### src/rtl/gnx_pkg.sv
package gnx_pkg;

   localparam int CORD_W       = 6;
   localparam int BOUND_W      = 7;
   localparam int CSR_ADDR_W   = 4;
   localparam int CSR_DATA_W   = 32;
   localparam int CSR_INDEX_W  = 2;
   localparam int DEF_MAX_ROWS = 64;
   localparam int DEF_MAX_COLS = 64;
   localparam int QUEUE_DEPTH  = 2;
   localparam int NBR_COUNT    = 8;
   localparam int PICK_W       = $clog2(NBR_COUNT);
   localparam int DIAG_FIRST   = 4;
   localparam int WIN_W        = 3;

   localparam logic [CSR_INDEX_W-1:0] CSR_GRID_ROWS = 2'd0;
   localparam logic [CSR_INDEX_W-1:0] CSR_GRID_COLS = 2'd1;
   localparam logic [CSR_INDEX_W-1:0] CSR_DIAG_EN   = 2'd2;

   localparam logic [BOUND_W-1:0] GRID_ROWS_RESET = 7'd64;
   localparam logic [BOUND_W-1:0] GRID_COLS_RESET = 7'd64;

   localparam logic KIND_WRITE  = 1'b0;
   localparam logic KIND_EXPAND = 1'b1;

   typedef logic [1:0] op_type;
   localparam op_type OP_WRITE  = 2'd0;
   localparam op_type OP_EXPAND = 2'd1;
   localparam op_type OP_MISS   = 2'd2;

   // neighbour order: cardinal first, then diagonal
   localparam logic signed [1:0] NBR_DR [NBR_COUNT] = '{2'sd0, 2'sd1, -2'sd1, 2'sd0,
                                                        2'sd1, -2'sd1, 2'sd1, -2'sd1};
   localparam logic signed [1:0] NBR_DC [NBR_COUNT] = '{2'sd1, 2'sd0, 2'sd0, -2'sd1,
                                                        2'sd1, -2'sd1, -2'sd1, 2'sd1};

   typedef struct packed {
      op_type              op;
      logic [CORD_W-1:0]   row;
      logic [CORD_W-1:0]   col;
      logic                blocked;
   } item_type;

   typedef struct packed {
      logic [BOUND_W-1:0]  rows_lim;
      logic [BOUND_W-1:0]  cols_lim;
      logic                diag_en;
   } cfg_type;

   typedef struct packed {
      logic                clearing;
   } back_status_type;

endpackage

### src/rtl/gnx_queue.sv
module gnx_queue import gnx_pkg::*; (
   input  logic     clock,
   input  logic     reset,
   input  logic     push,
   input  item_type push_item,
   input  logic     pop,
   output item_type head,
   output logic     empty,
   output logic     full
);

   localparam int PTR_W = (QUEUE_DEPTH > 1) ? $clog2(QUEUE_DEPTH) : 1;
   localparam int CNT_W = $clog2(QUEUE_DEPTH + 1);

   item_type           entries_ff [QUEUE_DEPTH];
   logic [PTR_W-1:0]   wr_ptr_ff, wr_ptr_in;
   logic [PTR_W-1:0]   rd_ptr_ff, rd_ptr_in;
   logic [CNT_W-1:0]   count_ff, count_in;

   assign empty = (count_ff == '0);
   assign full  = (count_ff == CNT_W'(QUEUE_DEPTH));
   assign head  = entries_ff[rd_ptr_ff];

   always_comb begin
      wr_ptr_in = wr_ptr_ff;
      rd_ptr_in = rd_ptr_ff;
      count_in  = count_ff;
      if (push) begin
         wr_ptr_in = (wr_ptr_ff == PTR_W'(QUEUE_DEPTH - 1)) ? '0 : wr_ptr_ff + 1'b1;
      end
      if (pop) begin
         rd_ptr_in = (rd_ptr_ff == PTR_W'(QUEUE_DEPTH - 1)) ? '0 : rd_ptr_ff + 1'b1;
      end
      if (push && !pop) begin
         count_in = count_ff + 1'b1;
      end else if (pop && !push) begin
         count_in = count_ff - 1'b1;
      end
   end

   always_ff @(posedge clock) begin
      if (reset) begin
         wr_ptr_ff <= '0;
         rd_ptr_ff <= '0;
         count_ff  <= '0;
      end else begin
         wr_ptr_ff <= wr_ptr_in;
         rd_ptr_ff <= rd_ptr_in;
         count_ff  <= count_in;
      end
   end

   always_ff @(posedge clock) begin
      if (push) begin
         entries_ff[wr_ptr_ff] <= push_item;
      end
   end

endmodule

### config.mk
export PLATFORM = sky130hd
export DESIGN_NAME = gnx_queue
export DESIGN_NICKNAME = d
export VERILOG_FILES = /design/src/rtl/gnx_pkg.sv /design/src/rtl/gnx_queue.sv
export SDC_FILE = /design/constraint.sdc
export NUM_CORES = 1
export LEC_CHECK = 0
export BUFFER_PORTS_ARGS = -buffer_cell sky130_fd_sc_hd__buf_2
export CELL_PAD_IN_SITES_DETAIL_PLACEMENT = 0
export CELL_PAD_IN_SITES_GLOBAL_PLACEMENT = 1
export CORE_ASPECT_RATIO = 1.1
export CORE_MARGIN = 3
export CORE_UTILIZATION = 40
export DETAILED_ROUTE_END_ITERATION = 12
export PLACE_DENSITY_LB_ADDON = 0.1
export SYNTH_ARGS = -nofsm -noshare
export SYNTH_HDL_FRONTEND = slang
export SYNTH_SLANG_ARGS = --single-unit
### constraint.sdc
create_clock -name clock -period 3 [get_ports clock]
set_clock_uncertainty 0.1 [all_clocks]
set_input_delay 0.15 -clock clock [delete_from_list [all_inputs] [get_ports clock]]
set_output_delay 0.15 -clock clock [all_outputs]
set_load 0.01 [all_outputs]
# ---- Yosys cells after proc, flatten, opt, wreduce, memory -nomap -nowiden
# Memories as Yosys holds them, arrays and structs flattened. A register that Yosys moved wholly into a read port is not among the register bits.
# Index checks and enable logic that the tools add are counted.
dict set report totals {
  reg_bits 4
  ram_bits 30
  mem_count 1
  out_inout_bits 17
}
# name words width rd rd_clocked_by_memory_dff wr line_no
set mem_list {}
lappend mem_list {entries_ff 2 15 1 1 1 gnx_queue.sv:15} ;# item_type entries_ff [QUEUE_DEPTH];
dict set report op_classes {
  n_reduce_logical 6
  n_eq_ne 1
  n_addsub 4
  n_mux 8
}
# cell count
set ops {}
lappend ops {{$mux W1} 6}
lappend ops {{$mux W2} 2}
lappend ops {{$add A1 B1 Y1 const B} 2}
lappend ops {{$add A2 B1 Y2 const B} 1}
lappend ops {{$eq A2 B2 Y1 const B} 1}
lappend ops {{$logic_and A1 B1 Y1} 2}
lappend ops {{$logic_not A1 Y1} 2}
lappend ops {{$logic_not A2 Y1} 1}
lappend ops {{$reduce_bool A2 Y1} 1}
lappend ops {{$sub A2 B1 Y2 const B} 1}

# ---- Logic depth before layout (Yosys ltp)
# Gate-level depths: netlist of the first run.
dict set report logic_depth {
  depth_word 4
  ltp_mapped 5
  mapped_depth_nobuf 5
}

# ---- Worst setup path before layout of the first run
# Ideal clock, no wire load.
dict set report synth_timing {
  path_kind {register -> register}
  startpoint {register wr_ptr_ff}
  endpoint {memory entries_ff[0][0] (netlist name) (enable)}
  required_ns 2.512
  path_buffers 0
  arrival_time_ns 1.021
  path_stages_with_launch 2
  synth_period_minus_slack_ns 1.509
  setup_time_ns 0.388
  setup_slack_ns 1.491
  path_cell_list {dfxtp_1 > nor2b_1}
}
# element line_no
set synth_rtl {}
lappend synth_rtl {{from (decl)} gnx_queue.sv:16} ;# logic [PTR_W-1:0] wr_ptr_ff, wr_ptr_in;
lappend synth_rtl {{from (signal assigned)} gnx_queue.sv:47} ;# wr_ptr_ff <= wr_ptr_in;
lappend synth_rtl {{to (decl)} gnx_queue.sv:15}
# Straight into the memory's write port.

==> results of run 1 <==
==> routing by layer <==
| layer | track usage [%] | share of wire [%] | vias up |
|---|---|---|---|
| li1 | - | - | 377 |
| met1 | 12.1 | 41 | 347 |
| met2 | 20.3 | 50 | 23 |
| met3 | 4.52 | 7.6 | 4 |
| met4 | 8.31 | 1.4 | 0 |
| met5 | 0 | 0 | - |
==> power groups by stage <==
stage	clock (mW)	sequential (mW)	combinational, mW
6_report	0.232	0.581	0.136
5_1_grt	0.266	0.586	0.153
4_1_cts	0.244	0.583	0.139
3_5_place_dp	0	0.594	0.120
3_3_place_gp	0	0.593	0.118
2_1_floorplan	0	0.583	0.0779
==> logic make-up after synthesis <==
| group | synth area share [%] |
|---|---|
| flops | 77.6 |
| mux | 13.1 |
| simple gates | 3.59 |
| xor+xnor | 2.72 |
| buf+inv | 1.26 |
| compound gates | 0.775 |
| fa+ha+maj | 0.970 |
==> stage by stage <==
| stage | instance area, µm² | utilization [%] | total power [mW] | worst slack (ns) |
|---|---|---|---|---|
| final | 1730 | 56.4 | 0.949 | 1.10 |
| after global routing | 1730 | 56.4 | 1.01 | 0.970 |
| after CTS | 1730 | 56.4 | 0.966 | 1.02 |
| after detailed placement | 1500 | 48.9 | 0.714 | 1.40 |
| after global placement | 1500 | 48.9 | 0.711 | 1.40 |
| after floorplan | 1290 | - | 0.661 | 1.49 |
==> state kept, by name, indices dropped and copies added (netlist names), named ones only <==
name and count:
rd_ptr_ff 1, entries_ff 30, count_ff 2, wr_ptr_ff 1
==> area by class of cell <==
cell class	count	area, µm²
Sequential cell	35	1000
Clock buffer	7	45.0
Clock inverter	1	5.00
Fill cell	256	1340
Multi-Input combinational cell	31	273
Tap cell	34	42.5
Timing Repair Buffer	54	363
Inverter	1	3.75
==> final timing paths <==
path	startpoint	to	slack, ns	depth (start not counted)
worst max-delay path	flop	head[9]	1.10	2
worst min register to register	count_ff[1]$_SDFFE_PP0P_	count_ff[1]$_SDFFE_PP0P_	0.42	2
worst max register to register	wr_ptr_ff$_SDFFE_PP0P_	entries_ff[0][3]$_DFFE_PP_	1.53	2
worst min-delay path	push	count_ff[0]$_SDFFE_PP0P_	0.20	4
==> cells in the final DEF, fill, tap and decap left out, drive strengths merged <==
cell type,synthesis,routed
buf,2,36
edfxtp,30,30
dlygate4sd3,0,18
mux2,15,15
clkbuf,0,7
nor2,5,5
dfxtp,5,5
xor2,2,2
xnor2,2,2
inv,1,1
and2b,1,1
and2,1,1
nor2b,1,1
o21ai,1,1
or3,1,1
a21oi,1,1
ha,1,1
clkinv,0,1
==> worst max-delay path, cell delays in order (launching register included) <==
cell	delay, ns
dfxtp_1	0.76
mux2_2	0.42
buf_2	0.14
==> out/qor.csv, run 1 <==
metric,value,unit
total of max-cap violations,0,
Core Region,3070,µm²
sequential area share after synthesis,77.6,%
Post-CTS Setup Bufs,0,
Clock Latency Late Sink,0.32,ns
switching pwr,0.217,mW
Antenna diodes,0,
placer's final routability congestion estimate,0.635,
combinational share of power,14.3,%
DRC Markers,0,
first-pass GRT wire length,3.30,mm
ys flop type,edfxtp_1,
post-synth top area cell,edfxtp_1,
Slew Limit Headroom,52.3,%
Placed Cells,137,
Worst-Margin Slew,0.715,ns
post-layout min period,1.90,ns
first drt pass iteration count,2,
final wirelength,2.03,mm
VDD IR max,364,µV
Synth top area share,69.8,%
Internal,0.732,mW
Post-synth EDFFs,30,
Resized cells post-CTS,0,
Synth top cells by count,"edfxtp_1, mux2_2, dfxtp_1, nor2_1",
wire per inst,12.4,µm
HP Class,in -> reg,
Cells after Synth,69,
largest net degree at the start of global routing,16,
DR vias,751,
# setup viols final,0,
DRT antenna net count,0,
synthesized area per cell,18.7,µm²
DP HPWL,1.32,mm
ranking of synthesized cells by area,"edfxtp_1, mux2_2, dfxtp_1",
Root Driver,clkbuf_4,
fin cells,163,
Flop pwr share,61.3,%
crit path DAT,1.65,ns
most instantiated library cell after synthesis,edfxtp_1,
CTS Sinks,35,
Worst setup EP type,primary output,
Clock Tree Buf Depth,2,
register clock-pin slew on the reported worst setup and hold paths,0.09,ns
Final nets,148,
"Area growth, synth to finish",34.3,%
IO Count,36,
row count,21,
initial antenna violation count,0,
Ys Warns,0,
htree depth,2,
RSZ-0062 raised after global routing,false,
final clock period utilization by the worst path,63.2,%
Synth Cell Area,1290,µm²
die extent in y,65.6,µm
worst endpoint required time,2.75,ns
die area,3940,µm²
ys async rst share,0,%
Min Hold Slack,0.201,ns
"Hold-fix buffers, CTS",18,
DR iter-0 viols,16,
initial core utilization,42.0,%
GRT Overall Usage,12.1,%
Fin Setup TNS,0,ns
"Max FO, Critical Path",15,
max-slew violation count,0,
vias in the first global route,798,
CTS Buf Count,5,
Worst Setup Start Kind,flop,
total congestion overflow,0,
critical path class,reg -> out,
maximum clock frequency,528,MHz
share of layout cells above drive strength 1,45.0,%
post-synth cell types,16,
"flops & latches, synth",35,
DR vias/cell,4.61,
syn nets,89,
pwr dens,548,nW/µm²
outcome,"complete, no violations",
CTS tree,yes,
Sw Ratio,22.8,%
Clock Power Share,24.4,%
Leak Pwr,0.681,nW
Die Width,60.1,µm
Port Buffers,35,
Final Hold Fails,0,
No activity file was read; power rests on OpenSTA's default activity.
==> run 2, diff against run 1 <==
--- a/config.mk
+++ b/config.mk
@@ -10,7 +10,7 @@
 export CELL_PAD_IN_SITES_GLOBAL_PLACEMENT = 1
 export CORE_ASPECT_RATIO = 1.1
 export CORE_MARGIN = 3
-export CORE_UTILIZATION = 40
+export CORE_UTILIZATION = 37
 export DETAILED_ROUTE_END_ITERATION = 12
 export PLACE_DENSITY_LB_ADDON = 0.1
 export SYNTH_ARGS = -nofsm -noshare
==> constraint.sdc (replaced) <==
create_clock -name clock -period 1.7 [get_ports clock]
set_clock_uncertainty 0.1 [all_clocks]
set_input_delay 0.085 -clock clock [delete_from_list [all_inputs] [get_ports clock]]
set_output_delay 0.085 -clock clock [all_outputs]
set_load 0.01 [all_outputs]
==> run 2 against run 1 <==
  * Count of clock-buffer cells in the layout unchanged
  * Power is 79% higher
  * Critical endpoint is now head[1]
  * Utilization down 0.13 points
  * Critical path type unchanged
  * Design area up 3.2%
==> out/qor.csv, run 2 (same netlist as run 1, synthesis figures left out) <==
metric,value,unit,change
outcome,"complete, no violations",,unchanged
switching pwr,0.392,mW,was 0.217 mW
most frequent cells in the layout,"buf_2, edfxtp_1, dlygate4sd3_1",,unchanged
Worst Reg-to-Reg Cells,3,,was 2
Die Width,62.3,µm,was 60.1 µm
Clock Power Share,24.3,%,was 24.4%
CTS Sinks,35,,unchanged
pwr dens,949,nW/µm²,was 548 nW/µm²
leading registers by flop count,"entries_ff (30), count_ff (2)",,unchanged
CTS Buf Count,5,,unchanged
"Max FO, Critical Path",8,,was 15
final wirelength,2.13,mm,was 2.03 mm
Leak Pwr,0.708,nW,was 0.681 nW
Antenna diodes,0,,unchanged
"logic depth of the worst path, buffers included",3,,was 2
max incr delay on CP,0.34,ns,was 0.76 ns
GRT Overall Usage,11.3,%,was 12.1%
VDD IR max,474,µV,was 364 µV
Slew Limit Headroom,86.9,%,was 52.3%
combinational share of power,16.0,%,was 14.3%
Resized cells post-CTS,0,,unchanged
Worst setup EP type,primary output,,unchanged
first drt pass iteration count,4,,was 2
DRC Markers,0,,unchanged
Flop pwr share,59.7,%,was 61.3%
Root Driver,clkbuf_4,,unchanged
multi-input logic area,275,µm²,was 273 µm²
critical path class,reg -> out,,unchanged
Port Buffers,35,,unchanged
first-pass GRT wire length,3.54,mm,was 3.30 mm
worst endpoint required time,1.51,ns,was 2.75 ns
initial core utilization,40.6,%,was 42.0%
DRT antenna net count,0,,unchanged
die extent in y,67.9,µm,was 65.6 µm
hold_sp,push,,unchanged
CP Cell Sequence,buf_4 -> mux2_2 -> buf_2,,was mux2_2 -> buf_2
placer's final routability congestion estimate,0.641,,was 0.635
maximum clock frequency,669,MHz,
Clock Tree Buf Depth,2,,unchanged
final clock period utilization by the worst path,88.0,%,
total congestion overflow,0,,unchanged
row count,21,,unchanged
max reg flops,30,,unchanged
hold depth,4,,unchanged
Core Region,3180,µm²,was 3070 µm²
"Area growth, synth to finish",38.6,%,was 34.3%
CTS tree,yes,,unchanged
final instance area,1790,µm²,was 1730 µm²
IO Count,36,,unchanged
Register Area,1000,µm²,unchanged
register clock-pin slew on the reported worst setup and hold paths,0.09,ns,about the same
Worst-Margin Slew,0.195,ns,was 0.715 ns
Final nets,153,,was 148
reg-to-reg startpoint,wr_ptr_ff$_SDFFE_PP0P_,,unchanged
FILL cells,272,,was 256
post-layout min period,1.50,ns,
Worst Setup Start Kind,flop,,unchanged
Internal,1.31,mW,was 0.732 mW
Fin Setup TNS,0,ns,unchanged
share of layout cells above drive strength 1,47.8,%,was 45.0%
DR vias,768,,was 751
max-slew violation count,0,,unchanged
Biggest register,entries_ff,,unchanged
Clock Latency Late Sink,0.32,ns,about the same
DP Area,1560,µm²,was 1500 µm²
"delay-heaviest family, CP",flip-flops,,unchanged
initial antenna violation count,0,,unchanged
DR vias/cell,4.27,,was 4.61
worst path bufs/invs,2,,was 1
largest net degree at the start of global routing,11,,was 16
RSZ-0062 raised after global routing,false,,unchanged
htree depth,2,,unchanged
Sw Ratio,23.1,%,was 22.8%
Final Hold Fails,0,,unchanged
HP Class,in -> reg,,unchanged
total of max-cap violations,0,,unchanged
highest-delay cell along the critical path,dfxtp_1,,unchanged
DP HPWL,1.38,mm,was 1.32 mm
Final Core Density,56.2,%,was 56.4%
crit path DAT,1.31,ns,was 1.65 ns
# setup viols final,0,,unchanged
DR iter-0 viols,11,,was 16
die area,4230,µm²,was 3940 µm²
vias in the first global route,797,,was 798
"most common cell after layout, fill and taps aside",buf_2,,unchanged
wire per inst,11.8,µm,was 12.4 µm
-- run 2: cell types whose count changed in the layout (fill, tap and decap cells not counted), sizes merged --
cell / delta
buf: +5
-- run 2: tightest hold or removal path: stages --
cell and delay, ns:
buf_2 0.11, ha_1 0.18, xor2_1 0.08, nor2_1 0.08
-- run 2: timing repair --
item                                   CTS  global route
buffers inserted                         0             0
hold buffers                            18             0
endpoints found under the hold margin   35             0
-- run 2: power by group through the flow --
stage	sequential, mW	combinational [mW]	clock, mW
CTS	1.01	0.275	0.431
finish	1.01	0.271	0.413
floorplan	1.03	0.137	0
detailed placement	1.03	0.239	0
global route	1.02	0.299	0.468
global placement	1.03	0.238	0
-- run 2: stage by stage --
stage          power (mW)  hold slack (ns)  worst slack [ns]  std cells
6_report             1.70            0.142             0.205        180
5_1_grt              1.79            0.177             0.118        180
4_1_cts              1.72            0.126             0.169        180
3_5_place_dp         1.27            0.179             0.490        154
3_3_place_gp         1.27            0.173             0.511        154
2_1_floorplan        1.17           0.0541             0.191         69
-- run 2: final timing paths --
path,end,slack [ns]
max reg2reg,wr_ptr_ff$_SDFFE_PP0P_,0.33
min,count_ff[0]$_SDFFE_PP0P_,0.14
max,head[1],0.20
min reg2reg,rd_ptr_ff$_SDFFE_PP0P_,0.43
-- run 2: layer usage --
layer / routed length [µm] / GRT usage [%] / up-vias
met4: 43 / 6.61 / 0
met5: 0 / 0 / -
met3: 140 / 4.27 / 7
met2: 1060 / 19.6 / 23
met1: 883 / 12.1 / 355
li1: - / - / 383
-- run 2: cell type report --
class                           instances  share of cell area (%)
Clock buffer                            7                    2.52
Clock inverter                          1                   0.280
Inverter                                1                   0.210
Multi-Input combinational cell         31                    15.4
Sequential cell                        35                    56.0
Tap cell                               46                    3.22
Timing Repair Buffer                   59                    22.4
