===== src/rtl/gnx_pkg.sv =====
package gnx_pkg;

   localparam int CORD_W       = 6;
   localparam int BOUND_W      = 7;
   localparam int CSR_ADDR_W   = 4;
   localparam int CSR_DATA_W   = 32;
   localparam int CSR_INDEX_W  = 2;
   localparam int DEF_MAX_ROWS = 64;
   localparam int DEF_MAX_COLS = 64;
   localparam int QUEUE_DEPTH  = 2;
   localparam int NBR_COUNT    = 8;
   localparam int PICK_W       = $clog2(NBR_COUNT);
   localparam int DIAG_FIRST   = 4;
   localparam int WIN_W        = 3;

   localparam logic [CSR_INDEX_W-1:0] CSR_GRID_ROWS = 2'd0;
   localparam logic [CSR_INDEX_W-1:0] CSR_GRID_COLS = 2'd1;
   localparam logic [CSR_INDEX_W-1:0] CSR_DIAG_EN   = 2'd2;

   localparam logic [BOUND_W-1:0] GRID_ROWS_RESET = 7'd64;
   localparam logic [BOUND_W-1:0] GRID_COLS_RESET = 7'd64;

   localparam logic KIND_WRITE  = 1'b0;
   localparam logic KIND_EXPAND = 1'b1;

   typedef logic [1:0] op_type;
   localparam op_type OP_WRITE  = 2'd0;
   localparam op_type OP_EXPAND = 2'd1;
   localparam op_type OP_MISS   = 2'd2;

   // neighbour order: cardinal first, then diagonal
   localparam logic signed [1:0] NBR_DR [NBR_COUNT] = '{2'sd0, 2'sd1, -2'sd1, 2'sd0,
                                                        2'sd1, -2'sd1, 2'sd1, -2'sd1};
   localparam logic signed [1:0] NBR_DC [NBR_COUNT] = '{2'sd1, 2'sd0, 2'sd0, -2'sd1,
                                                        2'sd1, -2'sd1, -2'sd1, 2'sd1};

   typedef struct packed {
      op_type              op;
      logic [CORD_W-1:0]   row;
      logic [CORD_W-1:0]   col;
      logic                blocked;
   } item_type;

   typedef struct packed {
      logic [BOUND_W-1:0]  rows_lim;
      logic [BOUND_W-1:0]  cols_lim;
      logic                diag_en;
   } cfg_type;

   typedef struct packed {
      logic                clearing;
   } back_status_type;

endpackage


===== src/rtl/gnx_front.sv =====
module gnx_front import gnx_pkg::*; #(
   parameter int MAX_ROWS = DEF_MAX_ROWS,
   parameter int MAX_COLS = DEF_MAX_COLS
) (
   input  logic                  clock,
   input  logic                  reset,
   input  logic                  psel,
   input  logic                  penable,
   input  logic                  pwrite,
   input  logic [CSR_ADDR_W-1:0] paddr,
   input  logic [CSR_DATA_W-1:0] pwdata,
   output logic [CSR_DATA_W-1:0] prdata,
   output logic                  pready,
   input  logic                  start,
   output logic                  busy,
   input  logic                  req_kind,
   input  logic [CORD_W-1:0]     req_row,
   input  logic [CORD_W-1:0]     req_col,
   input  logic                  req_blocked,
   output logic                  push_valid,
   output item_type              push_item,
   input  logic                  queue_full,
   input  back_status_type       back_status,
   output cfg_type               cfg
);

   localparam int BOUND_MAX = (1 << BOUND_W) - 1;
   localparam int ROW_CAP   = (MAX_ROWS > BOUND_MAX) ? BOUND_MAX : MAX_ROWS;
   localparam int COL_CAP   = (MAX_COLS > BOUND_MAX) ? BOUND_MAX : MAX_COLS;

   logic [BOUND_W-1:0]     grid_rows_ff, grid_rows_in;
   logic [BOUND_W-1:0]     grid_cols_ff, grid_cols_in;
   logic                   diag_en_ff, diag_en_in;
   logic                   csr_write;
   logic [CSR_INDEX_W-1:0] csr_index;
   logic                   accept;
   logic                   phys_ok;
   logic                   range_ok;

   assign pready    = 1'b1;
   assign csr_write = psel & penable & pwrite & pready;
   assign csr_index = paddr[CSR_ADDR_W-1:2];

   always_comb begin
      grid_rows_in = grid_rows_ff;
      grid_cols_in = grid_cols_ff;
      diag_en_in   = diag_en_ff;
      if (csr_write) begin
         unique case (csr_index)
            CSR_GRID_ROWS: grid_rows_in = pwdata[BOUND_W-1:0];
            CSR_GRID_COLS: grid_cols_in = pwdata[BOUND_W-1:0];
            CSR_DIAG_EN:   diag_en_in   = pwdata[0];
            default: ;
         endcase
      end
   end

   always_comb begin
      unique case (csr_index)
         CSR_GRID_ROWS: prdata = CSR_DATA_W'(grid_rows_ff);
         CSR_GRID_COLS: prdata = CSR_DATA_W'(grid_cols_ff);
         CSR_DIAG_EN:   prdata = CSR_DATA_W'(diag_en_ff);
         default:       prdata = '0;
      endcase
   end

   always_ff @(posedge clock) begin
      if (reset) begin
         grid_rows_ff <= GRID_ROWS_RESET;
         grid_cols_ff <= GRID_COLS_RESET;
         diag_en_ff   <= 1'b0;
      end else begin
         grid_rows_ff <= grid_rows_in;
         grid_cols_ff <= grid_cols_in;
         diag_en_ff   <= diag_en_in;
      end
   end

   // bounds saturated to the physical map
   assign cfg.rows_lim = (grid_rows_ff > BOUND_W'(ROW_CAP)) ? BOUND_W'(ROW_CAP) : grid_rows_ff;
   assign cfg.cols_lim = (grid_cols_ff > BOUND_W'(COL_CAP)) ? BOUND_W'(COL_CAP) : grid_cols_ff;
   assign cfg.diag_en  = diag_en_ff;

   assign busy   = queue_full | back_status.clearing;
   assign accept = start & ~busy;

   assign phys_ok  = (int'(req_row) < MAX_ROWS) && (int'(req_col) < MAX_COLS);
   assign range_ok = (BOUND_W'(req_row) < cfg.rows_lim) && (BOUND_W'(req_col) < cfg.cols_lim);

   // writes outside the map are dropped here
   always_comb begin
      push_item.row     = req_row;
      push_item.col     = req_col;
      push_item.blocked = req_blocked;
      if (req_kind == KIND_EXPAND) begin
         push_item.op = range_ok ? OP_EXPAND : OP_MISS;
         push_valid   = accept;
      end else begin
         push_item.op = OP_WRITE;
         push_valid   = accept & phys_ok;
      end
   end

endmodule


===== config.mk =====
export PLATFORM = sky130hd
export DESIGN_NAME = gnx_front
export DESIGN_NICKNAME = d
export VERILOG_FILES = /design/src/rtl/gnx_pkg.sv /design/src/rtl/gnx_front.sv
export SDC_FILE = /design/constraint.sdc
export NUM_CORES = 1
export LEC_CHECK = 0
export ABC_CLOCK_PERIOD_IN_PS = 2250
export BUFFER_PORTS_ARGS = -buffer_cell sky130_fd_sc_hd__buf_4
export CAP_MARGIN = 20
export CORE_MARGIN = 2
export CORE_UTILIZATION = 38
export DETAILED_ROUTE_END_ITERATION = 6
export PLACE_DENSITY = 0.92
export SLEW_MARGIN = 10
export SYNTH_ARGS = -nofsm -noshare
export SYNTH_HDL_FRONTEND = slang
export SYNTH_SLANG_ARGS = --single-unit

===== constraint.sdc =====
create_clock -name clock -period 2.25 [get_ports clock]
set_input_delay 0.225 -clock clock [delete_from_list [all_inputs] [get_ports clock]]
set_output_delay 0.225 -clock clock [all_outputs]
set_load 0.01 [all_outputs]

After elaboration in Yosys (flattened, before gate mapping)
Index checks and enable logic that the tools add are counted.
Widths: inputs -> output; s select.
{"block": "word_totals", "reg_bits": 15, "out_inout_bits": 65, "word_cells": 24}
{"block": "op_classes", "n_lt_le_gt_ge": 4, "n_eq_ne": 2, "n_mux": 5, "bitwise_logic": 5, "n_reduce_logical": 5}
{"operator": "$pmux 7 s3", "n": 1}
{"operator": "$gt 7x7->1 const B", "n": 2}
{"operator": "$lt 6x7->1", "n": 2}
{"operator": "$mux 7", "n": 2}
{"operator": "$reduce_and 2->1", "n": 3}
{"operator": "$mux 2", "n": 2}
{"operator": "$and 1x1->1", "n": 3}
{"operator": "$eq 2x1->1 const B", "n": 1}
{"operator": "$eq 2x2->1 const B", "n": 1}
{"operator": "$logic_not 2->1", "n": 1}
{"operator": "$logic_and 1x1->1", "n": 1}
{"operator": "$not 1->1", "n": 1}
{"operator": "$or 1x1->1", "n": 1}

Depth between registers and ports, before layout
Gate-level depths: netlist (run 1).
{"block": "logic_depth", "word_depth": 6, "depth_mapped": 7, "mapped_depth_nobuf": 6}

Worst setup path before layout (run 1)
OpenSTA, ideal clock, no wires.
{"block": "synth_path", "path_kind": "register to output", "from": "register grid_cols_ff[6]", "to": "output port push_item[14] (netlist bit)", "arrival_time_ps": 1533, "slack_ps": 492, "stages_incl_launch_ff": 8, "path_cell_list": "dfxtp_1 -> buf_2 -> nand2b_1 -> ha_1 -> a211oi_1 -> o32ai_1 -> a21oi_1 -> a21boi_0"}
{"item": "start: declaration", "line": "gnx_front.sv:32", "source": "logic [BOUND_W-1:0] grid_cols_ff, grid_cols_in;"}
{"item": "start signal: assignment", "line": "gnx_front.sv:74", "source": "grid_cols_ff <= grid_cols_in;"}
{"item": "end: declaration", "line": "gnx_front.sv:21", "source": "output item_type push_item,"}

==> insert_results.sql, run 1 <==
INSERT INTO impl_metrics (metric_group, metric, value, unit) VALUES
('outcome', 'outcome', 'completed', ''),
('routing', 'dr_total_vias', '1172', ''),
('critical_path', 'worst-setup-path-type', 'flip-flop to primary output', ''),
('clock_tree', 'cts-root-buf', 'clkbuf_4', ''),
('clock_tree', 'h-tree-depth', '1', ''),
('global_route', 'gr-usage-all-layers', '13.94', '%'),
('clock_tree', 'clkSlewWorstSetupHoldPaths', '0.09', 'ns'),
('logic_synthesis', 'synth_seq_cells', '15', ''),
('critical_path', 'source_of_the_worst_register_to_register_timing_path', 'grid_cols_ff[6]$_SDFFE_PP1P_', ''),
('floorplanning', 'die_height', '64.27', 'µm'),
('pwr', 'leakagePower', '0.0009087', 'µW'),
('sta', 'period_minus_slack', '2.156', 'ns'),
('logic_synthesis', 'synth_edf_count', '0', ''),
('sta', 'min_period_over_period', '95.84', '%'),
('routing', 'drt_iter0_drc', '12', ''),
('flow_run', 'max-cap-violations', '0', ''),
('pwr', 'cellInternalPower', '411.8', 'µW'),
('global_route', 'first_global_vias', '1021', ''),
('routing', 'drtAntennaViolNets', '0', ''),
('critical_path', 'reg2reg_depth', '3', ''),
('global_route', 'number_of_antenna_violations_at_the_first_check_in_global_routing', '0', ''),
('clock_tree', 'clock_latency', '0.27', 'ns'),
('pwr', 'power.switching_fraction', '28.21', '%'),
('pwr', 'p_switching', '161.8', 'µW'),
('global_route', 'grt_pass1_wl', '4574', 'µm'),
('global_route', 'gr-total-overflow', '0', ''),
('clock_tree', 'clockBufferDepth', '2', ''),
('hold_path', 'timing.hold.worst_path_depth', '3', ''),
('sta', 'report.final.hold_viol_count', '0', ''),
('clock_tree', 'cts_num_sinks', '15', ''),
('critical_path', 'worst-path-max-fanout', '7', ''),
('cells_and_area', 'signed_area_change_from_the_synthesized_netlist_to_the_final_layout', '26.75', '%'),
('routing', 'vias_per_cell', '4.423', ''),
('cells_and_area', 'n_antenna_cell', '0', ''),
('routing', 'drt_pre_antenna_iters', '4', ''),
('floorplanning', 'rows', '21', ''),
('critical_path', 'start_kind', 'flip-flop', ''),
('critical_path', 'worstPathRequired', '2.03', 'ns'),
('sta', 'maxClockFrequency', '463.7', 'MHz'),
('logic_synthesis', 'adder_and_majority_cell_fraction_of_the_synthesized_area', '9.066', '%'),
('critical_path', 'timing.critical_path.to', 'push_item[13]', ''),
('floorplanning', 'die-area', '4130', 'µm²'),
('logic_synthesis', 'unique_masters_post_synth', '30', ''),
('logic_synthesis', 'post_synth_xor_area_fraction', '0', '%'),
('logic_synthesis', 'mappedNetlistArea', '1380', 'µm²'),
('routing', 'routed_wl', '3054', 'µm'),
('cells_and_area', 'final_common_cell', 'buf_4', ''),
('cells_and_area', 'mostFrequentLayoutCells', 'buf_4 (69), conb_1 (26), nor2_1 (22)', ''),
('critical_path', 'setup.worst_path.end_class', 'primary output', ''),
('critical_path', 'cp_data_arrival_time', '1.93', 'ns'),
('placed_design', 'port_buffers', '67', ''),
('routing', 'detail_route.drc_violations', '0', ''),
('logic_synthesis', 'synth_mux_area_share', '14.51', '%'),
('cells_and_area', 'fin_nets', '288', ''),
('pwr', 'total_power', '573.5', 'µW'),
('logic_synthesis', 'synthSimpleGateAreaFrac', '20.04', '%'),
('pwr', 'power_density', '327.9', 'nW/µm²'),
('pwr', 'max-vdd-ir-drop', '0.2442', 'mV'),
('placed_design', 'globalplace.congestion', '0.7464', ''),
('logic_synthesis', 'asyncSetResetFlopFracSynth', '0', '%'),
('logic_synthesis', 'synth_seq_area_share', '21.76', '%'),
('hold_path', 'hold_crit_class', 'primary input to flip-flop', ''),
('floorplanning', 'floorplan.core_area', '3416', 'µm²'),
('sta', 'final-setup-viol-count', '0', ''),
('sta', 'slew_headroom', '50.89', '%'),
('pwr', 'power_frac_comb', '26.7', '%'),
('global_route', 'largest_net_degree_at_the_start_of_global_routing', '17', ''),
('floorplanning', 'floorplan.initialDensity', '40.40', '%'),
('pwr', 'share_clk_of_total_power', '26.0', '%'),
('clock_tree', 'tritoncts_clock_tree', 'done', ''),
('logic_synthesis', 'synth-main-ff-cell', 'dfxtp_1', '');
==> power groups by stage <==
stage / logic, µW / clock network [µW] / registers [µW]
2_1_floorplan: 126 / 0 / 277
3_3_place_gp: 145 / 0 / 278
3_5_place_dp: 149 / 0 / 279
4_1_cts: 149 / 155 / 273
5_1_grt: 168 / 169 / 272
6_report: 153 / 149 / 271
==> worst max-delay path, cell delays in order (launching register included) <==
cell and delay (ns):
dfxtp_4 0.37, nand2b_1 0.17, ha_1 0.31, a211oi_2 0.25
o32ai_2 0.12, a21oi_1 0.15, and3_1 0.17, buf_4 0.11
==> kinds of logic after synthesis <==
| family | Yosys count |
|---|---|
| buffers and inverters | 60 |
| AND/OR/NAND/NOR | 50 |
| multiplexers | 20 |
| flip-flops | 15 |
| AO/OA/AOI/OAI | 13 |
| adder cells (fa/ha/maj) | 10 |
| other | 2 |
==> registers in the layout, indices dropped and copies added (netlist names) <==
register / flops
diag_en_ff: 1
grid_cols_ff: 7
grid_rows_ff: 7
==> how the worst min path moves through the flow <==
stage                                        end  slack, ns        start
CTS                 grid_cols_ff[4]$_SDFFE_PP0P_       0.19    pwdata[4]
detailed placement                  push_item[0]       0.45  req_blocked
finish              grid_cols_ff[5]$_SDFFE_PP0P_       0.19    pwdata[5]
global route        grid_rows_ff[3]$_SDFFE_PP0P_       0.20    pwdata[3]
global placement                    push_item[0]       0.45  req_blocked
floorplan                diag_en_ff$_SDFFE_PP0P_       0.37    pwdata[0]
==> per-stage QoR <==
stage / cell area (µm²) / worst slack, ns / cells / setup TNS, ns / utilization [%]
2_1_floorplan: 1470 / 0.4921 / 194 / 0 / -
3_3_place_gp: 1680 / 0.2972 / 258 / 0 / 49.19
3_5_place_dp: 1680 / 0.3003 / 258 / 0 / 49.19
4_1_cts: 1709 / 0.07706 / 262 / 0 / 50.04
5_1_grt: 1749 / -0.01478 / 265 / -0.01478 / 51.21
6_report: 1749 / 0.09350 / 265 / 0 / 51.21
==> cells in the mapped netlist, types with 2 or more instances <==
cell	number	area share (%)
nor3_1	2	0.73
ha_1	10	9.1
mux2i_1	20	15
nand2b_1	10	4.5
nand2_1	2	0.54
buf_2	3	1.1
clkbuf_1	3	0.82
buf_4	41	22
inv_1	11	3.0
o21ai_0	3	1.1
a21oi_1	5	1.8
a211oi_1	2	1.1
conb_1	2	0.54
nor2_1	22	6.0
dfxtp_1	15	22
nor2b_1	5	2.3
==> layer usage <==
| metal | track usage, % | up-vias | routed length [µm] |
|---|---|---|---|
| met1 | 15.51 | 535 | 1182 |
| met5 | 0 | - | 0 |
| li1 | - | 586 | - |
| met2 | 26.17 | 47 | 1614 |
| met3 | 1.937 | 4 | 215 |
| met4 | 5.851 | 0 | 42 |
==> layout make-up <==
type | instances | area (µm²)
fillers | 344 | 1667
multi-input cells | 119 | 795.8
repair buffers | 70 | 523.0
flip-flops and latches | 15 | 305.3
well taps | 46 | 57.56
inverters | 11 | 41.29
clock buffers | 4 | 26.28
==> timing repair <==
item,4_1_cts,5_1_grt
gates resized for setup,2,4
pin swaps,0,1
endpoints found under the setup margin,1,2
setup buffers,0,3
gates cloned,0,0
No activity file was read; power rests on OpenSTA's default activity.
==> run 2, diff against run 1 <==
- ABC_AREA: unset -> 1
- PLACE_DENSITY: 0.92 -> 0.91
==> run 2 against run 1 <==
Compared with the run above:
- sequential cell count unchanged
- wire length increased by 15%
- worst hold slack improved by 0.021 ns
- first-iteration DRC count increased to 4.7 times the previous value
- register-to-register slack about the same
- largest cell class unchanged
==> insert_results.sql, run 2 <==
INSERT INTO impl_metrics (metric_group, metric, value, unit) VALUES
('critical_path', 'timing.critical_path.to', 'push_item[14]', ''),
('pwr', 'leakagePower', '0.001067', 'µW'),
('logic_synthesis', 'synth_seq_cells', '15', ''),
('global_route', 'gr-total-overflow', '0', ''),
('clock_tree', 'cts_num_sinks', '15', ''),
('routing', 'met1_length', '1376', 'µm'),
('sta', 'min_period_over_period', '97.03', '%'),
('logic_synthesis', 'synth_seq_area_share', '21.03', '%'),
('cells_and_area', 'signed_area_change_from_the_synthesized_netlist_to_the_final_layout', '34.36', '%'),
('logic_synthesis', 'synth.top_cells.by_area', 'buf_4 (21%), dfxtp_1 (21%), ha_1 (8.8%)', ''),
('sta', 'period_minus_slack', '2.183', 'ns'),
('routing', 'highest-signal-layer', 'met4', ''),
('global_route', 'number_of_antenna_violations_at_the_first_check_in_global_routing', '0', ''),
('routing', 'routed_wl', '3512', 'µm'),
('logic_synthesis', 'post-synth-top-area-cell', 'buf_4', ''),
('outcome', 'outcome', 'completed', ''),
('logic_synthesis', 'synth_area_per_cell', '6.798', 'µm²'),
('placed_design', 'placement.cell_area', '1757', 'µm²'),
('floorplanning', 'die_width', '65.30', 'µm'),
('routing', 'detail_route.drc_violations', '0', ''),
('global_route', 'largest_net_degree_at_the_start_of_global_routing', '16', ''),
('routing', 'routed_wire_length_on_met3', '259', 'µm'),
('pwr', 'power_density', '365.1', 'nW/µm²'),
('global_route', 'gr-usage-all-layers', '15.35', '%'),
('critical_path', 'worstPathRequired', '2.03', 'ns'),
('cells_and_area', 'final_common_cell', 'buf_4', ''),
('logic_synthesis', 'top_cell_types_by_occurrence_after_synthesis', 'buf_4 (40), nand2_1 (33), inv_1 (30)', ''),
('critical_path', 'source_of_the_worst_register_to_register_timing_path', 'grid_cols_ff[6]$_SDFFE_PP1P_', ''),
('clock_tree', 'tritoncts_clock_tree', 'done', ''),
('hold_path', 'hold_crit_class', 'primary input to flip-flop', ''),
('placed_design', 'globalplace.congestion', '0.8375', ''),
('logic_synthesis', 'synthesis.instances', '210', ''),
('logic_synthesis', 'synth-main-ff-cell', 'dfxtp_1', ''),
('clock_tree', 'numCtsBuffers', '3', ''),
('routing', 'vias_per_cell', '4.479', ''),
('cells_and_area', 'mostFrequentLayoutCells', 'buf_4 (70), inv_1 (29), conb_1 (26)', ''),
('cells_and_area', 'drive_gt1_share', '41.13', '%'),
('clock_tree', 'cts-root-buf', 'clkbuf_8', ''),
('critical_path', 'reg2reg_slack', '1.36', 'ns'),
('critical_path', 'reg2reg_depth', '2', ''),
('floorplanning', 'die_height', '65.30', 'µm'),
('cells_and_area', 'fin_area', '1918', 'µm²'),
('floorplanning', 'pin_count', '123', ''),
('logic_synthesis', 'asyncSetResetFlopFracSynth', '0', '%'),
('critical_path', 'cp_data_arrival_time', '1.96', 'ns'),
('sta', 'rsz0062_at_grt', 'yes', ''),
('routing', 'dr_total_vias', '1402', ''),
('cells_and_area', 'largest_registers', 'grid_cols_ff x7, grid_rows_ff x7, diag_en_ff x1', ''),
('logic_synthesis', 'post_synth_top_area_share', '21.03', '%'),
('critical_path', 'worst-setup-path-type', 'flip-flop to primary output', ''),
('clock_tree', 'clockBufferDepth', '2', ''),
('global_route', 'first_global_vias', '1207', ''),
('routing', 'drt_pre_antenna_iters', '4', ''),
('critical_path', 'worst_setup_path_startpoint', 'grid_rows_ff[2]$_SDFFE_PP0P_', ''),
('clock_tree', 'h-tree-depth', '1', ''),
('sta', 'final-setup-viol-count', '0', ''),
('critical_path', 'worst-path-max-fanout', '5', ''),
('routing', 'drt_iter0_drc', '56', ''),
('sta', 'maxClockFrequency', '458.1', 'MHz'),
('critical_path', 'setup.worst_path.end_class', 'primary output', ''),
('clock_tree', 'post_cts_hold_buffer_count', '0', ''),
('sta', 'report.final.hold_viol_count', '0', ''),
('critical_path', 'start_kind', 'flip-flop', ''),
('placed_design', 'dp_hpwl', '2792', 'µm'),
('routing', 'drt-wirelength-per-cell', '11.22', 'µm'),
('flow_run', 'max-cap-violations', '0', ''),
('logic_synthesis', 'unique_masters_post_synth', '29', ''),
('sta', 'report.final.slew_viol_count', '0', ''),
('placed_design', 'port_buffers', '67', ''),
('pwr', 'max-vdd-ir-drop', '0.2162', 'mV'),
('global_route', 'grt_pass1_wl', '5230', 'µm'),
('hold_path', 'timing.hold.worst_path_depth', '3', ''),
('routing', 'drtAntennaViolNets', '0', ''),
('sta', 'fin_skew', '0', 'ns'),
('cells_and_area', 'fin_nets', '334', ''),
('logic_synthesis', 'synthMostInstantiatedCell', 'buf_4', ''),
('critical_path', 'critical_path.reg2reg.endpoint', 'grid_cols_ff[6]$_SDFFE_PP1P_', ''),
('logic_synthesis', 'synth_warnings', '0', ''),
('floorplanning', 'floorplan.initialDensity', '39.29', '%'),
('floorplanning', 'floorplan.core_area', '3633', 'µm²'),
('cells_and_area', 'n_antenna_cell', '0', ''),
('floorplanning', 'rows', '22', ''),
('clock_tree', 'clkSlewWorstSetupHoldPaths', '0.06', 'ns'),
('logic_synthesis', 'synth_edf_count', '0', ''),
('routing', 'route.met2.wl', '1850', 'µm'),
('pwr', 'total_power', '700.4', 'µW'),
('logic_synthesis', 'mappedNetlistArea', '1428', 'µm²'),
('clock_tree', 'clock_latency', '0.24', 'ns'),
('floorplanning', 'die-area', '4263', 'µm²');
[run 2: metal layers]
| metal | vias up | GRT usage [%] |
|---|---|---|
| met3 | 2 | 2.568 |
| met5 | - | 0 |
| met2 | 69 | 27.68 |
| met4 | 0 | 5.469 |
| met1 | 633 | 18.17 |
| li1 | 698 | - |
[run 2: logic make-up after synthesis]
family / after synthesis / synth area share [%]
AO/OA/AOI/OAI: 35 / 13.67
adder cells (fa/ha/maj): 10 / 8.764
buffers and inverters: 79 / 32.25
flip-flops: 15 / 21.03
other: 2 / 0.5261
AND/OR/NAND/NOR: 69 / 23.75
[run 2: critical path, cell delays in order (launching register included)]
cell	delay (ns)
dfxtp_4	0.36
nor2_2	0.11
nand4_1	0.10
nand2_2	0.16
nand2_1	0.09
ha_1	0.28
nand2_1	0.07
o21a_1	0.20
nand2_2	0.08
nor2_1	0.05
nor2_1	0.09
buf_4	0.12
[run 2: worst min path at each step]
stage / startpoint / to
after global routing: pwdata[4] / grid_rows_ff[4]$_SDFFE_PP0P_
after CTS: pwdata[6] / grid_cols_ff[6]$_SDFFE_PP1P_
after global placement: req_blocked / push_item[0]
after detailed placement: req_blocked / push_item[0]
after floorplan: pwdata[6] / grid_cols_ff[6]$_SDFFE_PP1P_
final: pwdata[6] / grid_cols_ff[6]$_SDFFE_PP1P_
[run 2: area by class of cell]
| type | instances | area, µm² |
|---|---|---|
| clock buffer | 3 | 41.29 |
| clock inverter | 1 | 5.005 |
| fill | 365 | 1715 |
| inverter | 35 | 136.4 |
| multi-input combinational | 140 | 829.5 |
| sequential | 15 | 309.0 |
| tap | 48 | 60.06 |
| timing repair buffer | 71 | 536.8 |
[run 2: metrics by stage]
stage	hold WS, ns	TNS [ns]	setup WS (ns)	std cells	utilization [%]
floorplan	0.3554	0	0.5374	234	-
global placement	0.4501	0	0.3754	305	48.35
detailed placement	0.4501	0	0.2866	305	48.35
CTS	0.2109	0	0.0005882	309	49.62
global route	0.2318	-0.08170	-0.05782	313	52.79
finish	0.2149	0	0.06683	313	52.79
[run 2: report_power, final]
part | total [µW] | internal, µW | switching [µW]
registers | 277 | 271 | 5.98
logic | 210 | 96.6 | 113
clock network | 214 | 122 | 91.4
[run 2: what timing repair did]
action,4_1_cts,5_1_grt
gates resized for setup,0,24
endpoints found under the setup margin,0,2
endpoints found under the hold margin,0,0
setup buffers,0,4
==> run 3, diff against run 2 <==
- RECOVER_POWER: unset -> 25
==> run 3 against run 2 <==
Compared with the run above:
- register-to-register slack hardly changed
- die area stayed put
- worst setup slack better by 0.00095 ns
- first-iteration DRC count is 20% lower
- critical endpoint unchanged
==> insert_results.sql, run 3 (same netlist as run 2, synthesis figures left out) <==
INSERT INTO impl_metrics (metric_group, metric, value, unit) VALUES
('global_route', 'grt_use_met3', '2.568', '%'),
('floorplanning', 'pin_count', '123', ''),
('critical_path', 'worstPathRequired', '2.03', 'ns'),
('cells_and_area', 'multi_input_comb_area', '829.5', 'µm²'),
('cells_and_area', 'largest_registers', 'grid_cols_ff x7, grid_rows_ff x7, diag_en_ff x1', ''),
('floorplanning', 'floorplan.initialDensity', '39.29', '%'),
('critical_path', 'cp_data_arrival_time', '1.96', 'ns'),
('clock_tree', 'numCtsBuffers', '3', ''),
('cells_and_area', 'signed_area_change_from_the_synthesized_netlist_to_the_final_layout', '31.20', '%'),
('sta', 'min_period_over_period', '96.99', '%'),
('global_route', 'largest_net_degree_at_the_start_of_global_routing', '16', ''),
('cells_and_area', 'utilization', '51.55', '%'),
('cells_and_area', 'fillCellCount', '370', ''),
('placed_design', 'port_buffers', '67', ''),
('cells_and_area', 'drive_gt1_share', '36.60', '%'),
('routing', 'drtAntennaViolNets', '0', ''),
('floorplanning', 'die_width', '65.30', 'µm'),
('pwr', 'power.switching_fraction', '30.53', '%'),
('global_route', 'gr-usage-all-layers', '15.35', '%'),
('placed_design', 'dp_hpwl', '2792', 'µm'),
('clock_tree', 'cts-root-buf', 'clkbuf_8', ''),
('sta', 'report.final.slew_viol_count', '0', ''),
('clock_tree', 'clockBufferDepth', '2', ''),
('critical_path', 'worst-path-max-fanout', '5', ''),
('cells_and_area', 'fin_area', '1873', 'µm²'),
('sta', 'maxClockFrequency', '458.3', 'MHz'),
('global_route', 'gr-total-overflow', '0', ''),
('global_route', 'grt_use_met1', '18.17', '%'),
('pwr', 'power_density', '369.7', 'nW/µm²'),
('pwr', 'p_switching', '211.5', 'µW'),
('flow_run', 'max-cap-violations', '0', ''),
('cells_and_area', 'n_antenna_cell', '0', ''),
('sta', 'period_minus_slack', '2.182', 'ns'),
('clock_tree', 'cts_num_sinks', '15', ''),
('routing', 'drt_iter0_drc', '45', ''),
('sta', 'setup-tns-final', '0', 'ns'),
('routing', 'vias_per_cell', '4.476', ''),
('routing', 'drt_pre_antenna_iters', '4', ''),
('clock_tree', 'h-tree-depth', '1', ''),
('cells_and_area', 'fin_nets', '334', ''),
('pwr', 'leakagePower', '0.001024', 'µW'),
('floorplanning', 'die-area', '4263', 'µm²'),
('floorplanning', 'floorplan.core_area', '3633', 'µm²'),
('pwr', 'total_power', '692.6', 'µW'),
('clock_tree', 'clock_latency', '0.24', 'ns'),
('global_route', 'grt-busiest-layer', 'met2', ''),
('critical_path', 'worst-setup-path-type', 'flip-flop to primary output', ''),
('placed_design', 'dpl_worst_slack', '0.2866', 'ns'),
('clock_tree', 'clkSlewWorstSetupHoldPaths', '0.06', 'ns'),
('global_route', 'first_global_vias', '1207', ''),
('pwr', 'share_clk_of_total_power', '31.0', '%'),
('placed_design', 'globalplace.congestion', '0.8375', ''),
('cells_and_area', 'seq_area', '309.0', 'µm²'),
('routing', 'dr_total_vias', '1401', ''),
('cells_and_area', 'mostFrequentLayoutCells', 'buf_4 (58), inv_1 (29), conb_1 (26)', ''),
('global_route', 'grt_pass1_wl', '5230', 'µm'),
('pwr', 'max-vdd-ir-drop', '0.2150', 'mV'),
('outcome', 'outcome', 'completed', ''),
('global_route', 'global_route.usage.met2', '27.68', '%'),
('routing', 'routed_wl', '3553', 'µm'),
('pwr', 'power_frac_comb', '29.0', '%'),
('floorplanning', 'rows', '22', ''),
('sta', 'post-route-worst-setup-slack', '0.06778', 'ns'),
('pwr', 'seq_power_share', '40.0', '%'),
('sta', 'report.final.hold_viol_count', '0', ''),
('sta', 'fin_skew', '0', 'ns'),
('critical_path', 'setup.worst_path.end_class', 'primary output', ''),
('critical_path', 'start_kind', 'flip-flop', ''),
('hold_path', 'hold_crit_class', 'primary input to flip-flop', ''),
('routing', 'detail_route.drc_violations', '0', ''),
('sta', 'rsz0062_at_grt', 'yes', ''),
('global_route', 'number_of_antenna_violations_at_the_first_check_in_global_routing', '0', ''),
('routing', 'drt-wirelength-per-cell', '11.35', 'µm'),
('clock_tree', 'tritoncts_clock_tree', 'done', ''),
('pwr', 'cellInternalPower', '481.1', 'µW'),
('floorplanning', 'die_height', '65.30', 'µm'),
('cells_and_area', 'final_common_cell', 'buf_4', ''),
('sta', 'final-setup-viol-count', '0', ''),
('placed_design', 'placement.cell_area', '1757', 'µm²');
run 3: cell types whose count changed in the layout (fill, tap and decap cells not counted), sizes merged:
| cell | change |
|---|---|
| buf | -12 |
| clkbuf | +12 |
run 3: worst max-delay path, cell delays in order, from the launching register on:
cell     delay [ns]
dfxtp_4        0.36
nor2_2         0.11
nand4_1        0.10
nand2_2        0.16
nand2_1        0.09
ha_1           0.28
nand2_1        0.07
o21a_1         0.21
nand2_2        0.08
nor2_1         0.05
nor2_1         0.09
buf_4          0.12
run 3: repair_timing:
action,CTS,global route
endpoints found under the setup margin,0,2
gates resized for setup,0,24
setup buffers,0,4
hold buffers,0,0
run 3: per-layer routing:
layer  wire length, µm  vias up
met2              1863       66
met5                 0        -
met3               243        2
met1              1419      635
li1                  -      698
met4                26        0
run 3: power by group through the flow:
| stage | Combinational, µW | Clock [µW] | Sequential (µW) |
|---|---|---|---|
| after floorplan | 151 | 0 | 280 |
| after global placement | 184 | 0 | 282 |
| after detailed placement | 190 | 0 | 283 |
| after CTS | 191 | 215 | 277 |
| after global routing | 221 | 229 | 278 |
| final | 201 | 214 | 277 |
run 3: path summary, 6_finish.rpt:
check	from	end	slack, ns	cells past startpoint
worst max-delay path	grid_rows_ff[2]$_SDFFE_PP0P_	push_item[14]	0.07	11
worst min-delay path	pwdata[6]	grid_cols_ff[6]$_SDFFE_PP1P_	0.21	3
worst max register to register	grid_cols_ff[6]$_SDFFE_PP1P_	grid_cols_ff[6]$_SDFFE_PP1P_	1.36	2
worst min register to register	grid_rows_ff[1]$_SDFFE_PP0P_	grid_rows_ff[1]$_SDFFE_PP0P_	0.50	2
run 3: through the flow:
step	cells	hold WS (ns)
final	313	0.2148
after global routing	313	0.2318
after CTS	309	0.2109
after detailed placement	305	0.4501
after global placement	305	0.4501
after floorplan	234	0.3554
run 3: area by class of cell:
| class | instances | share of cell area, % |
|---|---|---|
| well taps | 48 | 3.206 |
| inverters | 35 | 7.281 |
| repair buffers | 71 | 26.25 |
| flip-flops and latches | 15 | 16.50 |
| clock inverters | 1 | 0.2672 |
| multi-input cells | 140 | 44.29 |
| clock buffers | 3 | 2.204 |
